`config.mk`:
```
export PLATFORM = sky130hd
export DESIGN_NAME = three_tone_sine_pwm_synth
export DESIGN_NICKNAME = d
export VERILOG_FILES = /design/src/rtl/tts_pkg.sv /design/src/rtl/three_tone_sine_pwm_synth.sv /design/src/rtl/tts_step_div.sv /design/src/rtl/tts_voice.sv
export VERILOG_INCLUDE_DIRS = /design/src /design/src/rtl
export SDC_FILE = /design/constraint.sdc
export NUM_CORES = 1
export LEC_CHECK = 0
export BUFFER_PORTS_ARGS = -buffer_cell sky130_fd_sc_hd__buf_2
export CAP_MARGIN = 20
export CORE_MARGIN = 4
export CORE_UTILIZATION = 56
export CTS_BUF_LIST = sky130_fd_sc_hd__clkbuf_2
export DETAILED_ROUTE_END_ITERATION = 16
export PLACE_DENSITY_LB_ADDON = 0.25
export SLEW_MARGIN = 0
export SYNTH_ARGS = -nofsm -noshare
export SYNTH_HDL_FRONTEND = slang
export SYNTH_SLANG_ARGS = --single-unit
```
`constraint.sdc`:
```
create_clock -name clk_i -period 7.8 [get_ports clk_i]
set_input_delay 1.56 -clock clk_i [delete_from_list [all_inputs] [get_ports clk_i]]
set_output_delay 1.56 -clock clk_i [all_outputs]
set_load 0.05 [all_outputs]
```
`src/rtl/three_tone_sine_pwm_synth_defines.svh`:
```
// Assertion macros used by the top-level synth RTL.
// In simulation they expand to concurrent assertions on clk_i, and in synthesis to nothing.
`ifndef THREE_TONE_SINE_PWM_SYNTH_DEFINES_SVH
`define THREE_TONE_SINE_PWM_SYNTH_DEFINES_SVH

`ifndef SYNTHESIS
// Checked only while the block is out of reset.
`define TTS_ASSERT(label, prop) \
  label: assert property (@(posedge clk_i) disable iff (!rst_ni) prop) \
    else $error("tts assertion failed");
// Checked at every edge, also while reset is held.
`define TTS_ASSERT_ALWAYS(label, prop) \
  label: assert property (@(posedge clk_i) prop) \
    else $error("tts assertion failed");
`else
`define TTS_ASSERT(label, prop)
`define TTS_ASSERT_ALWAYS(label, prop)
`endif

`endif

```
`src/rtl/tts_pkg.sv`:
```
package tts_pkg;

  // Field widths.
  localparam int unsigned STEP_W     = 20;
  localparam int unsigned LEVEL_W    = 7;
  localparam int unsigned SUM_W      = 9;
  localparam int unsigned NUM_VOICES = 3;

  // Configuration port.
  localparam int unsigned APB_DATA_W = 32;
  localparam int unsigned APB_ADDR_W = 4;

  // Sine table.
  localparam int unsigned ROM_LEN   = 100;
  localparam int unsigned ROM_IDX_W = 7;

  // Divide by three for sums up to 300: (x * 171) >> 9 is exact.
  localparam int unsigned DIV3_MUL   = 171;
  localparam int unsigned DIV3_SHIFT = 9;
  localparam int unsigned DIV3_W     = 17;

  // Step reset values in hundredths of hertz.
  localparam int unsigned TONE_A_RESET = 104600;
  localparam int unsigned TONE_B_RESET = 131800;
  localparam int unsigned TONE_C_RESET = 156800;

  // Register indexes, taken from paddr[3:2].
  typedef enum logic [1:0] {
    REG_TONE_A = 2'd0,
    REG_TONE_B = 2'd1,
    REG_TONE_C = 2'd2
  } reg_sel_e;

  // Step update travelling from the divider to the voices.
  typedef struct packed {
    logic       vld;
    logic [1:0] sel;
  } step_wr_t;

  // floor((sin(2*pi*i/100) + 1) * 50)
  localparam logic [LEVEL_W-1:0] SINE_ROM [ROM_LEN] = '{
    7'd50, 7'd53, 7'd56, 7'd59, 7'd62, 7'd65, 7'd68, 7'd71, 7'd74, 7'd76,
    7'd79, 7'd81, 7'd84, 7'd86, 7'd88, 7'd90, 7'd92, 7'd93, 7'd95, 7'd96,
    7'd97, 7'd98, 7'd99, 7'd99, 7'd99, 7'd100, 7'd99, 7'd99, 7'd99, 7'd98,
    7'd97, 7'd96, 7'd95, 7'd93, 7'd92, 7'd90, 7'd88, 7'd86, 7'd84, 7'd81,
    7'd79, 7'd76, 7'd74, 7'd71, 7'd68, 7'd65, 7'd62, 7'd59, 7'd56, 7'd53,
    7'd50, 7'd46, 7'd43, 7'd40, 7'd37, 7'd34, 7'd31, 7'd28, 7'd25, 7'd23,
    7'd20, 7'd18, 7'd15, 7'd13, 7'd11, 7'd9, 7'd7, 7'd6, 7'd4, 7'd3,
    7'd2, 7'd1, 7'd0, 7'd0, 7'd0, 7'd0, 7'd0, 7'd0, 7'd0, 7'd1,
    7'd2, 7'd3, 7'd4, 7'd6, 7'd7, 7'd9, 7'd11, 7'd13, 7'd15, 7'd18,
    7'd20, 7'd23, 7'd25, 7'd28, 7'd31, 7'd34, 7'd37, 7'd40, 7'd43, 7'd46
  };

  function automatic logic [LEVEL_W-1:0] sine_level(input logic [ROM_IDX_W-1:0] idx);
    logic [LEVEL_W-1:0] lvl;
    lvl = '0;
    if (idx < ROM_IDX_W'(ROM_LEN)) begin
      lvl = SINE_ROM[idx];
    end
    return lvl;
  endfunction

endpackage

```
`src/rtl/three_tone_sine_pwm_synth.sv`:
```
// Three-voice sine chord generator producing a PWM compare value.
// Input channel (in_valid_i / in_ready_o, advance_i): each beat is one tick. With
// advance_i high, all three phases step by their tone register before the levels
// are read. With advance_i low, the current levels are only reported.
// Output channel (out_valid_o / out_ready_i): one beat per input beat, in order. It
// carries duty_o, the truncated mean of the three levels, and level_a_o..level_c_o.
// Each beat passes through the phase register, the table-index multiply register and
// the output register before it is valid at the output.
// Throughput: one beat per cycle unless a step write is pending. A stalled receiver holds
// the output register; the two internal stages then fill, and in_ready_o drops.
// Configuration: an APB write to tone_a/b/c_step (byte addresses 0, 4 and 8) is split
// into table index and fraction by the divider. in_ready_o is low for the write cycle
// and while the divider is busy with it. Reads return the written step.
// Reset: phases are cleared, the steps return to 104600, 131800 and 156800, and both
// channels are empty.
`include "three_tone_sine_pwm_synth_defines.svh"

module three_tone_sine_pwm_synth import tts_pkg::*; #(
  parameter int unsigned TICKS_PER_SECOND = 144000,
  parameter int unsigned TABLE_SIZE       = 100
) (
  input  logic                  clk_i,
  input  logic                  rst_ni,
  input  logic                  psel,
  input  logic                  penable,
  input  logic                  pwrite,
  input  logic [APB_ADDR_W-1:0] paddr,
  input  logic [APB_DATA_W-1:0] pwdata,
  output logic [APB_DATA_W-1:0] prdata,
  output logic                  pready,
  input  logic                  in_valid_i,
  output logic                  in_ready_o,
  input  logic                  advance_i,
  output logic                  out_valid_o,
  input  logic                  out_ready_i,
  output logic [LEVEL_W-1:0]    duty_o,
  output logic [LEVEL_W-1:0]    level_a_o,
  output logic [LEVEL_W-1:0]    level_b_o,
  output logic [LEVEL_W-1:0]    level_c_o
);

  localparam int unsigned FRAC_W = $clog2(TICKS_PER_SECOND);
  localparam int unsigned IDX_W  = $clog2(TABLE_SIZE);

  logic                  cfg_wr;
  logic [1:0]            reg_sel;
  logic                  sel_known;
  logic [STEP_W-1:0]     tone_a_q, tone_b_q, tone_c_q;
  step_wr_t              div_wr, div_wr_o;
  logic                  div_busy;
  logic [IDX_W-1:0]      div_sq;
  logic [FRAC_W-1:0]     div_sr;
  logic                  cfg_busy;

  logic                  v0_q, v1_q, out_valid_q;
  logic                  en1, en2, accept, mv01, mv12;
  logic [ROM_IDX_W-1:0]  rom_a, rom_b, rom_c;
  logic [LEVEL_W-1:0]    la, lb, lc;
  logic [SUM_W-1:0]      lvl_sum;
  logic [DIV3_W-1:0]     div3_prod;
  logic [LEVEL_W-1:0]    duty_q, level_a_q, level_b_q, level_c_q;

  // Register decode. The APB port never waits.
  assign cfg_wr  = psel & penable & pwrite;
  assign reg_sel = paddr[APB_ADDR_W-1:2];
  assign pready  = 1'b1;

  always_comb begin
    prdata    = '0;
    sel_known = 1'b0;
    unique case (reg_sel)
      REG_TONE_A: begin
        prdata    = APB_DATA_W'(tone_a_q);
        sel_known = 1'b1;
      end
      REG_TONE_B: begin
        prdata    = APB_DATA_W'(tone_b_q);
        sel_known = 1'b1;
      end
      REG_TONE_C: begin
        prdata    = APB_DATA_W'(tone_c_q);
        sel_known = 1'b1;
      end
      default: begin
        prdata    = '0;
        sel_known = 1'b0;
      end
    endcase
  end

  // Keep the written step values so they can be read back.
  always_ff @(posedge clk_i or negedge rst_ni) begin
    if (!rst_ni) begin
      tone_a_q <= STEP_W'(TONE_A_RESET);
      tone_b_q <= STEP_W'(TONE_B_RESET);
      tone_c_q <= STEP_W'(TONE_C_RESET);
    end else if (cfg_wr) begin
      unique case (reg_sel)
        REG_TONE_A: tone_a_q <= pwdata[STEP_W-1:0];
        REG_TONE_B: tone_b_q <= pwdata[STEP_W-1:0];
        REG_TONE_C: tone_c_q <= pwdata[STEP_W-1:0];
        default: begin
        end
      endcase
    end
  end

  // Step reduction into table index and fraction.
  assign div_wr.vld = cfg_wr & sel_known;
  assign div_wr.sel = reg_sel;

  tts_step_div #(
    .TICKS_PER_SECOND(TICKS_PER_SECOND),
    .TABLE_SIZE      (TABLE_SIZE)
  ) u_div (
    .clk_i  (clk_i),
    .rst_ni (rst_ni),
    .wr_i   (div_wr),
    .value_i(pwdata[STEP_W-1:0]),
    .busy_o (div_busy),
    .wr_o   (div_wr_o),
    .sq_o   (div_sq),
    .sr_o   (div_sr)
  );

  assign cfg_busy = cfg_wr | div_busy;

  // Pipeline flow: phase update, then index scale, then table lookup and mean.
  assign en2        = !out_valid_q | out_ready_i;
  assign en1        = !v1_q | en2;
  assign in_ready_o = (!v0_q | en1) & !cfg_busy;
  assign accept     = in_valid_i & in_ready_o;
  assign mv01       = v0_q & en1;
  assign mv12       = v1_q & en2;

  always_ff @(posedge clk_i or negedge rst_ni) begin
    if (!rst_ni) begin
      v0_q        <= 1'b0;
      v1_q        <= 1'b0;
      out_valid_q <= 1'b0;
    end else begin
      v0_q        <= accept | (v0_q & !en1);
      v1_q        <= mv01 | (v1_q & !en2);
      out_valid_q <= mv12 | (out_valid_q & !out_ready_i);
    end
  end

  tts_voice #(
    .TICKS_PER_SECOND(TICKS_PER_SECOND),
    .TABLE_SIZE      (TABLE_SIZE),
    .RESET_STEP      (TONE_A_RESET)
  ) u_voice_a (
    .clk_i    (clk_i),
    .rst_ni   (rst_ni),
    .step_we_i(div_wr_o.vld && (div_wr_o.sel == REG_TONE_A)),
    .step_sq_i(div_sq),
    .step_sr_i(div_sr),
    .tick_i   (accept & advance_i),
    .load_i   (mv01),
    .rom_idx_o(rom_a)
  );

  tts_voice #(
    .TICKS_PER_SECOND(TICKS_PER_SECOND),
    .TABLE_SIZE      (TABLE_SIZE),
    .RESET_STEP      (TONE_B_RESET)
  ) u_voice_b (
    .clk_i    (clk_i),
    .rst_ni   (rst_ni),
    .step_we_i(div_wr_o.vld && (div_wr_o.sel == REG_TONE_B)),
    .step_sq_i(div_sq),
    .step_sr_i(div_sr),
    .tick_i   (accept & advance_i),
    .load_i   (mv01),
    .rom_idx_o(rom_b)
  );

  tts_voice #(
    .TICKS_PER_SECOND(TICKS_PER_SECOND),
    .TABLE_SIZE      (TABLE_SIZE),
    .RESET_STEP      (TONE_C_RESET)
  ) u_voice_c (
    .clk_i    (clk_i),
    .rst_ni   (rst_ni),
    .step_we_i(div_wr_o.vld && (div_wr_o.sel == REG_TONE_C)),
    .step_sq_i(div_sq),
    .step_sr_i(div_sr),
    .tick_i   (accept & advance_i),
    .load_i   (mv01),
    .rom_idx_o(rom_c)
  );

  // Table lookup and the truncated mean of the three levels.
  always_comb begin
    la        = sine_level(rom_a);
    lb        = sine_level(rom_b);
    lc        = sine_level(rom_c);
    lvl_sum   = SUM_W'(la) + SUM_W'(lb) + SUM_W'(lc);
    div3_prod = DIV3_W'(lvl_sum) * DIV3_W'(DIV3_MUL);
  end

  always_ff @(posedge clk_i) begin
    if (mv12) begin
      duty_q    <= LEVEL_W'(div3_prod >> DIV3_SHIFT);
      level_a_q <= la;
      level_b_q <= lb;
      level_c_q <= lc;
    end
  end

  assign out_valid_o = out_valid_q;
  assign duty_o      = duty_q;
  assign level_a_o   = level_a_q;
  assign level_b_o   = level_b_q;
  assign level_c_o   = level_c_q;

  // Checks on the delivered beat.
  logic [SUM_W-1:0] chk_sum, chk_duty3;
  logic             chk_lvl_ok, chk_mean_ok;
  assign chk_sum     = SUM_W'(level_a_o) + SUM_W'(level_b_o) + SUM_W'(level_c_o);
  assign chk_duty3   = SUM_W'(duty_o) * SUM_W'(NUM_VOICES);
  assign chk_lvl_ok  = (level_a_o <= LEVEL_W'(ROM_LEN)) && (level_b_o <= LEVEL_W'(ROM_LEN))
                       && (level_c_o <= LEVEL_W'(ROM_LEN));
  assign chk_mean_ok = (chk_duty3 <= chk_sum) && (chk_sum < chk_duty3 + SUM_W'(NUM_VOICES));

  `TTS_ASSERT(a_level_range, out_valid_o |-> chk_lvl_ok)
  `TTS_ASSERT(a_duty_mean, out_valid_o |-> chk_mean_ok)
  `TTS_ASSERT(a_step_latency, div_wr.vld |-> ##2 div_wr_o.vld)
  `TTS_ASSERT_ALWAYS(a_reset_empty, !rst_ni |=> !out_valid_o)

endmodule

```
`src/rtl/tts_step_div.sv`:
```
// Splits a written step into whole table indexes and a remainder in ticks:
// sq = (step / T) mod TABLE_SIZE and sr = step mod T. This is the step reduced
// modulo TABLE_SIZE * T and kept in index and fraction form. It uses three stages,
// with a constant-reciprocal multiply in each of the first two.
module tts_step_div import tts_pkg::*; #(
  parameter int unsigned TICKS_PER_SECOND = 144000,
  parameter int unsigned TABLE_SIZE       = 100,
  localparam int unsigned FRAC_W = $clog2(TICKS_PER_SECOND),
  localparam int unsigned IDX_W  = $clog2(TABLE_SIZE)
) (
  input  logic              clk_i,
  input  logic              rst_ni,
  input  step_wr_t          wr_i,
  input  logic [STEP_W-1:0] value_i,
  output logic              busy_o,
  output step_wr_t          wr_o,
  output logic [IDX_W-1:0]  sq_o,
  output logic [FRAC_W-1:0] sr_o
);

  // Exact reciprocal of T for 20-bit dividends.
  localparam int unsigned     KT   = STEP_W + FRAC_W;
  localparam longint unsigned MT   =
      ((64'd1 << KT) + TICKS_PER_SECOND - 1) / TICKS_PER_SECOND;
  localparam int unsigned     MT_W = $clog2(MT + 1);
  localparam int unsigned     PT_W = STEP_W + MT_W;
  localparam longint unsigned QMAX = ((64'd1 << STEP_W) - 1) / TICKS_PER_SECOND;
  localparam int unsigned     Q_W  = $clog2(QMAX + 2);

  // Exact reciprocal of TABLE_SIZE for Q_W-bit dividends.
  localparam int unsigned     KS   = Q_W + IDX_W;
  localparam longint unsigned MS   = ((64'd1 << KS) + TABLE_SIZE - 1) / TABLE_SIZE;
  localparam int unsigned     MS_W = $clog2(MS + 1);
  localparam int unsigned     PS_W = Q_W + MS_W;
  localparam longint unsigned FMAX = ((64'd1 << Q_W) - 1) / TABLE_SIZE;
  localparam int unsigned     F_W  = $clog2(FMAX + 2);

  step_wr_t          wr1_q, wr2_q;
  logic [STEP_W-1:0] v1_q;
  logic [Q_W-1:0]    q1_q, q2_q;
  logic [FRAC_W-1:0] sr2_q;
  logic [F_W-1:0]    f2_q;

  logic [PT_W-1:0]   prod_t;
  logic [Q_W-1:0]    q1_d;
  logic [STEP_W-1:0] qt_prod;
  logic [STEP_W-1:0] rem;
  logic [PS_W-1:0]   prod_s;
  logic [F_W-1:0]    f2_d;
  logic [Q_W-1:0]    fs_prod;
  logic [Q_W-1:0]    sq_full;

  // Stage one: quotient by T.
  always_comb begin
    prod_t = PT_W'(value_i) * PT_W'(MT);
    q1_d   = Q_W'(prod_t >> KT);
  end

  // Stage two: remainder by T, and the quotient by TABLE_SIZE.
  // The products stay below 2**STEP_W and 2**Q_W, so the truncated multiplies are exact.
  always_comb begin
    qt_prod = STEP_W'(q1_q) * STEP_W'(TICKS_PER_SECOND);
    rem     = v1_q - qt_prod;
    prod_s  = PS_W'(q1_q) * PS_W'(MS);
    f2_d    = F_W'(prod_s >> KS);
  end

  // Stage three: quotient modulo TABLE_SIZE.
  always_comb begin
    fs_prod = Q_W'(f2_q) * Q_W'(TABLE_SIZE);
    sq_full = q2_q - fs_prod;
  end

  always_ff @(posedge clk_i or negedge rst_ni) begin
    if (!rst_ni) begin
      wr1_q <= '0;
      wr2_q <= '0;
    end else begin
      wr1_q <= wr_i;
      wr2_q <= wr1_q;
    end
  end

  always_ff @(posedge clk_i) begin
    v1_q  <= value_i;
    q1_q  <= q1_d;
    q2_q  <= q1_q;
    sr2_q <= FRAC_W'(rem);
    f2_q  <= f2_d;
  end

  assign busy_o = wr1_q.vld | wr2_q.vld;
  assign wr_o   = wr2_q;
  assign sq_o   = IDX_W'(sq_full);
  assign sr_o   = sr2_q;

endmodule

```
`src/rtl/tts_voice.sv`:
```
// One voice. The phase is held as a table index and a fraction in ticks, and it
// advances by the reduced step. The index is scaled onto the 100-entry sine table.
module tts_voice import tts_pkg::*; #(
  parameter int unsigned TICKS_PER_SECOND = 144000,
  parameter int unsigned TABLE_SIZE       = 100,
  parameter int unsigned RESET_STEP       = 104600,
  localparam int unsigned FRAC_W = $clog2(TICKS_PER_SECOND),
  localparam int unsigned IDX_W  = $clog2(TABLE_SIZE)
) (
  input  logic                 clk_i,
  input  logic                 rst_ni,
  input  logic                 step_we_i,
  input  logic [IDX_W-1:0]     step_sq_i,
  input  logic [FRAC_W-1:0]    step_sr_i,
  input  logic                 tick_i,
  input  logic                 load_i,
  output logic [ROM_IDX_W-1:0] rom_idx_o
);

  localparam int unsigned RST_SQ = (RESET_STEP / TICKS_PER_SECOND) % TABLE_SIZE;
  localparam int unsigned RST_SR = RESET_STEP % TICKS_PER_SECOND;

  // Exact (idx * 100) / TABLE_SIZE, done as a single multiply by a constant.
  localparam int unsigned     P_W  = $clog2((TABLE_SIZE - 1) * ROM_LEN + 1);
  localparam int unsigned     KR   = P_W + IDX_W;
  localparam longint unsigned MR   = ((64'd1 << KR) + TABLE_SIZE - 1) / TABLE_SIZE;
  localparam longint unsigned CR   = ROM_LEN * MR;
  localparam int unsigned     CR_W = $clog2(CR + 1);
  localparam int unsigned     PR_W = IDX_W + CR_W;

  logic [IDX_W-1:0]     sq_q, idx_q, idx_d;
  logic [FRAC_W-1:0]    sr_q, frac_q, frac_d;
  logic [ROM_IDX_W-1:0] rom_q, rom_d;

  logic [FRAC_W:0]      frac_sum;
  logic                 carry;
  logic [IDX_W:0]       idx_sum;
  logic [PR_W-1:0]      prod_r;
  logic [PR_W-1:0]      rq;

  // Phase accumulate. The fraction carries into the index, and the index wraps at the table size.
  always_comb begin
    frac_sum = (FRAC_W+1)'(frac_q) + (FRAC_W+1)'(sr_q);
    carry    = frac_sum >= (FRAC_W+1)'(TICKS_PER_SECOND);
    frac_d   = carry ? FRAC_W'(frac_sum - (FRAC_W+1)'(TICKS_PER_SECOND))
                     : FRAC_W'(frac_sum);
    idx_sum  = (IDX_W+1)'(idx_q) + (IDX_W+1)'(sq_q) + (IDX_W+1)'(carry);
    idx_d    = (idx_sum >= (IDX_W+1)'(TABLE_SIZE))
               ? IDX_W'(idx_sum - (IDX_W+1)'(TABLE_SIZE)) : IDX_W'(idx_sum);
  end

  // Scale the index onto the sine table, clamped to its last entry.
  always_comb begin
    prod_r = PR_W'(idx_q) * PR_W'(CR);
    rq     = prod_r >> KR;
    rom_d  = (rq >= PR_W'(ROM_LEN)) ? ROM_IDX_W'(ROM_LEN - 1) : ROM_IDX_W'(rq);
  end

  always_ff @(posedge clk_i or negedge rst_ni) begin
    if (!rst_ni) begin
      sq_q   <= IDX_W'(RST_SQ);
      sr_q   <= FRAC_W'(RST_SR);
      idx_q  <= '0;
      frac_q <= '0;
    end else begin
      if (step_we_i) begin
        sq_q <= step_sq_i;
        sr_q <= step_sr_i;
      end
      if (tick_i) begin
        idx_q  <= idx_d;
        frac_q <= frac_d;
      end
    end
  end

  always_ff @(posedge clk_i) begin
    if (load_i) begin
      rom_q <= rom_d;
    end
  end

  assign rom_idx_o = rom_q;

endmodule

```
==> impl_metrics.ini <==
[status]
status = finished, final reports clean

[die]
die_h_um = 224.2
ioPinCount = 107
dieArea_sq_mm = 0.05028
die_w_um = 224.2
rows = 78
start_util_pct = 57.21
core_sq_mm = 0.04577

[cts]
cts_root_buf = clkbuf_2
clkSinkCount = 298
htreeDepth = 3
hold_buffers = 0
cts_buffers = 80
cts_tree = built
insertion_delay_ns = 1.02
clk_pin_slew_ns = 0.10
cts.path.max_buffers = 3

[yosys]
synth-xor-area-share_pct = 3.880
ys_ff_latch = 298
synth_top_family_by_area = adder cells
synthFlopType = dfrtp_1
synth-simple-area-share_pct = 10.91
synth_area_sq_mm = 0.02619
synth_cell_type_count = 101
synth_fa_ha_area_share_pct = 28.72
synth_edf_count = 49
synth.avg_cell_area_sq_um = 9.687
yosysWarnings = 0
syn-instance-count = 2703
yosys.area.top_type_share_pct = 18.40
synth_area_leaders = ha_1, dfrtp_1, fa_1
seq_area_frac_synth_pct = 28.78
synth_compound_area_share_pct = 15.25
async_flop_share_pct = 69.46
synthMuxAreaShare_pct = 6.498
synth_top_cell_by_area = ha_1

[sta]
rsz0062_at_grt = false
max_freq_ghz = 0.1381
tns_ns = 0
fin_crit_ns = 7.240
setup_violations = 0
finalClockSkew_ns = 0.07562
period_share_pct = 92.82
setup_ws_ns = 0.5600
max_slew_margin_pct = 32.54
maxSlewViolCount = 0
hold_viol_final = 0
worst_pin_slew_ns = 1.006

[global_routing]
grtUsageTotal_pct = 23.67
grt_overflow = 0
grt_pass1_vias = 20430
grt_start_max_net_pins = 108
grt_pass1_wl_um = 98460
grt_antenna_before_repair = 2

[hold_path]
hp-start = u_div.v1_q[6]
holdPathStages = 0
hp-class = flip-flop to flip-flop
hold_path_end = u_div.sr_o[6]

[finish]
num-nets-final = 3360
mostFrequentLayoutCell = ha_1
drive_gt1_share_pct = 16.42
final_cell_mix = ha_1, inv_1, nand2_1, o21ai_0, dfrtp_1
layout-area-overhead-vs-synth_pct = 6.914

[detailed_routing]
num_vias = 19870
drt_iter0_drc = 1028
drc_errors = 0
wl_um = 59400
wl_per_cell_um = 17.14
viasPerCell = 5.734
postRouteAntennaNets = 0
drt_first_pass_iters = 7

[critical_path]
path_common_cell = inv_1
path_max_fanout = 5
r2r-end = duty_o[6]
r2r_setup_slack_ns = 0.56
critPathCaptureType = flip-flop
crit_arrival_ns = 7.98
rr_worst_depth = 30
cp_data_required_time_ns = 8.54
r2r_start = u_voice_a.rom_idx_o[0]
cp_slowest_cell = fa_1
timing_worst_setup_path_type = flip-flop to flip-flop
critPathLaunchType = flip-flop
cpPeakStageDelay_ns = 0.50

[placement]
port_buffers = 79
place_ws_ns = 0.4903
dp_hpwl_um = 45540
gp_congestion = 0.8690

[job]
drv_cap = 0
[repair_timing]
action	4_1_cts	5_1_grt
setup buffers	0	3
gates resized for setup	0	2
endpoints found under the setup margin	0	1
[per-stage QoR]
stage | utilization [%] | cell area, sq um | hold WS, ns | cells
finish | 61.16 | 28000 | 0.3245 | 3465
global route | 61.16 | 27990 | 0.3412 | 3464
CTS | 61.02 | 27930 | 0.3200 | 3457
detailed placement | 59.41 | 27190 | 0.3132 | 3309
global placement | 59.41 | 27190 | 0.3105 | 3309
floorplan | - | 26230 | 0.3096 | 2714
[kinds of logic after synthesis]
family	after synthesis
DFF	298
and+or+nand+nor	609
buffers and inverters	398
adders and majority gates	520
other	2
muxes	153
xor gates and xnor gates	113
AOI/OAI and AO/OA	610
[Yosys cell counts (11+ instances only)]
master / number
dfstp_2: 35
nor2_1: 136
and2_1: 23
a21o_1: 36
dfxtp_1: 42
ha_1: 385
nor3_1: 35
xor2_1: 37
buf_1: 13
o211ai_1: 12
o21a_1: 21
mux2_2: 116
nand3_1: 35
nand2b_1: 25
xnor2_1: 74
and3_1: 11
nand4_1: 11
o21ai_1: 12
mux2i_1: 35
buf_4: 13
nand2_1: 241
a31oi_1: 18
a21oi_1: 141
inv_1: 270
o21ai_0: 184
o31ai_1: 15
edfxtp_1: 49
dfrtp_1: 172
nor2b_1: 26
a211oi_1: 33
fa_1: 135
clkbuf_1: 95
or3_1: 14
[metal layers]
layer | vias to the layer above | global-route usage [%] | part of all wire [%]
met1 | 9603 | 27.47 | 41
li1 | 9668 | - | -
met5 | - | 0 | 0
met2 | 453 | 43.58 | 52
met3 | 144 | 3.798 | 3.4
met4 | 0 | 9.684 | 3.8
[flip-flops by register name (all words and copies together), names as in the netlist, 18 cells and up]
name,cells
tone_a_q,20
u_voice_b.sr_q,18
u_voice_c.sr_q,18
tone_b_q,20
u_voice_c.frac_q,18
tone_c_q,20
u_voice_b.frac_q,18
u_div.sr_o,18
u_div.v1_q,18
u_voice_a.sr_q,18
u_voice_a.frac_q,18
[layout make-up]
class | count | area (sq um)
tap | 600 | 750.7
multi-input combinational | 2018 | 17170
clock buffer | 127 | 635.6
fill | 3908 | 17780
inverter | 273 | 1025
timing repair buffer | 125 | 764.5
sequential | 298 | 7536
clock inverter | 21 | 103.9
antenna | 3 | 7.507
[worst max-delay path, delay by kind of cell (launching register included)]
family / cells / cell delay [ns]
buf+inv: 6 / 0.38
flops: 1 / 0.36
xor+xnor: 2 / 0.26
simple gates: 4 / 0.67
compound gates: 8 / 1.47
mux: 1 / 0.47
fa+ha+maj: 9 / 3.41
[worst max-delay path by stage]
stage,start,end,slack [ns],depth (start not counted)
finish,u_voice_a.rom_idx_o[0],duty_o[6],0.56,30
global route,u_voice_a.rom_idx_o[0],duty_o[6],0.01,34
CTS,u_voice_b.rom_idx_o[0],duty_o[6],0.45,28
detailed placement,u_voice_a.rom_idx_o[0],duty_o[6],0.49,30
global placement,u_voice_a.rom_idx_o[0],duty_o[6],0.51,30
floorplan,u_voice_a.rom_idx_o[0],duty_o[6],0.70,30
Power is not shown: default switching activity piles up to over one toggle a cycle in this logic, so the estimate is an artifact.
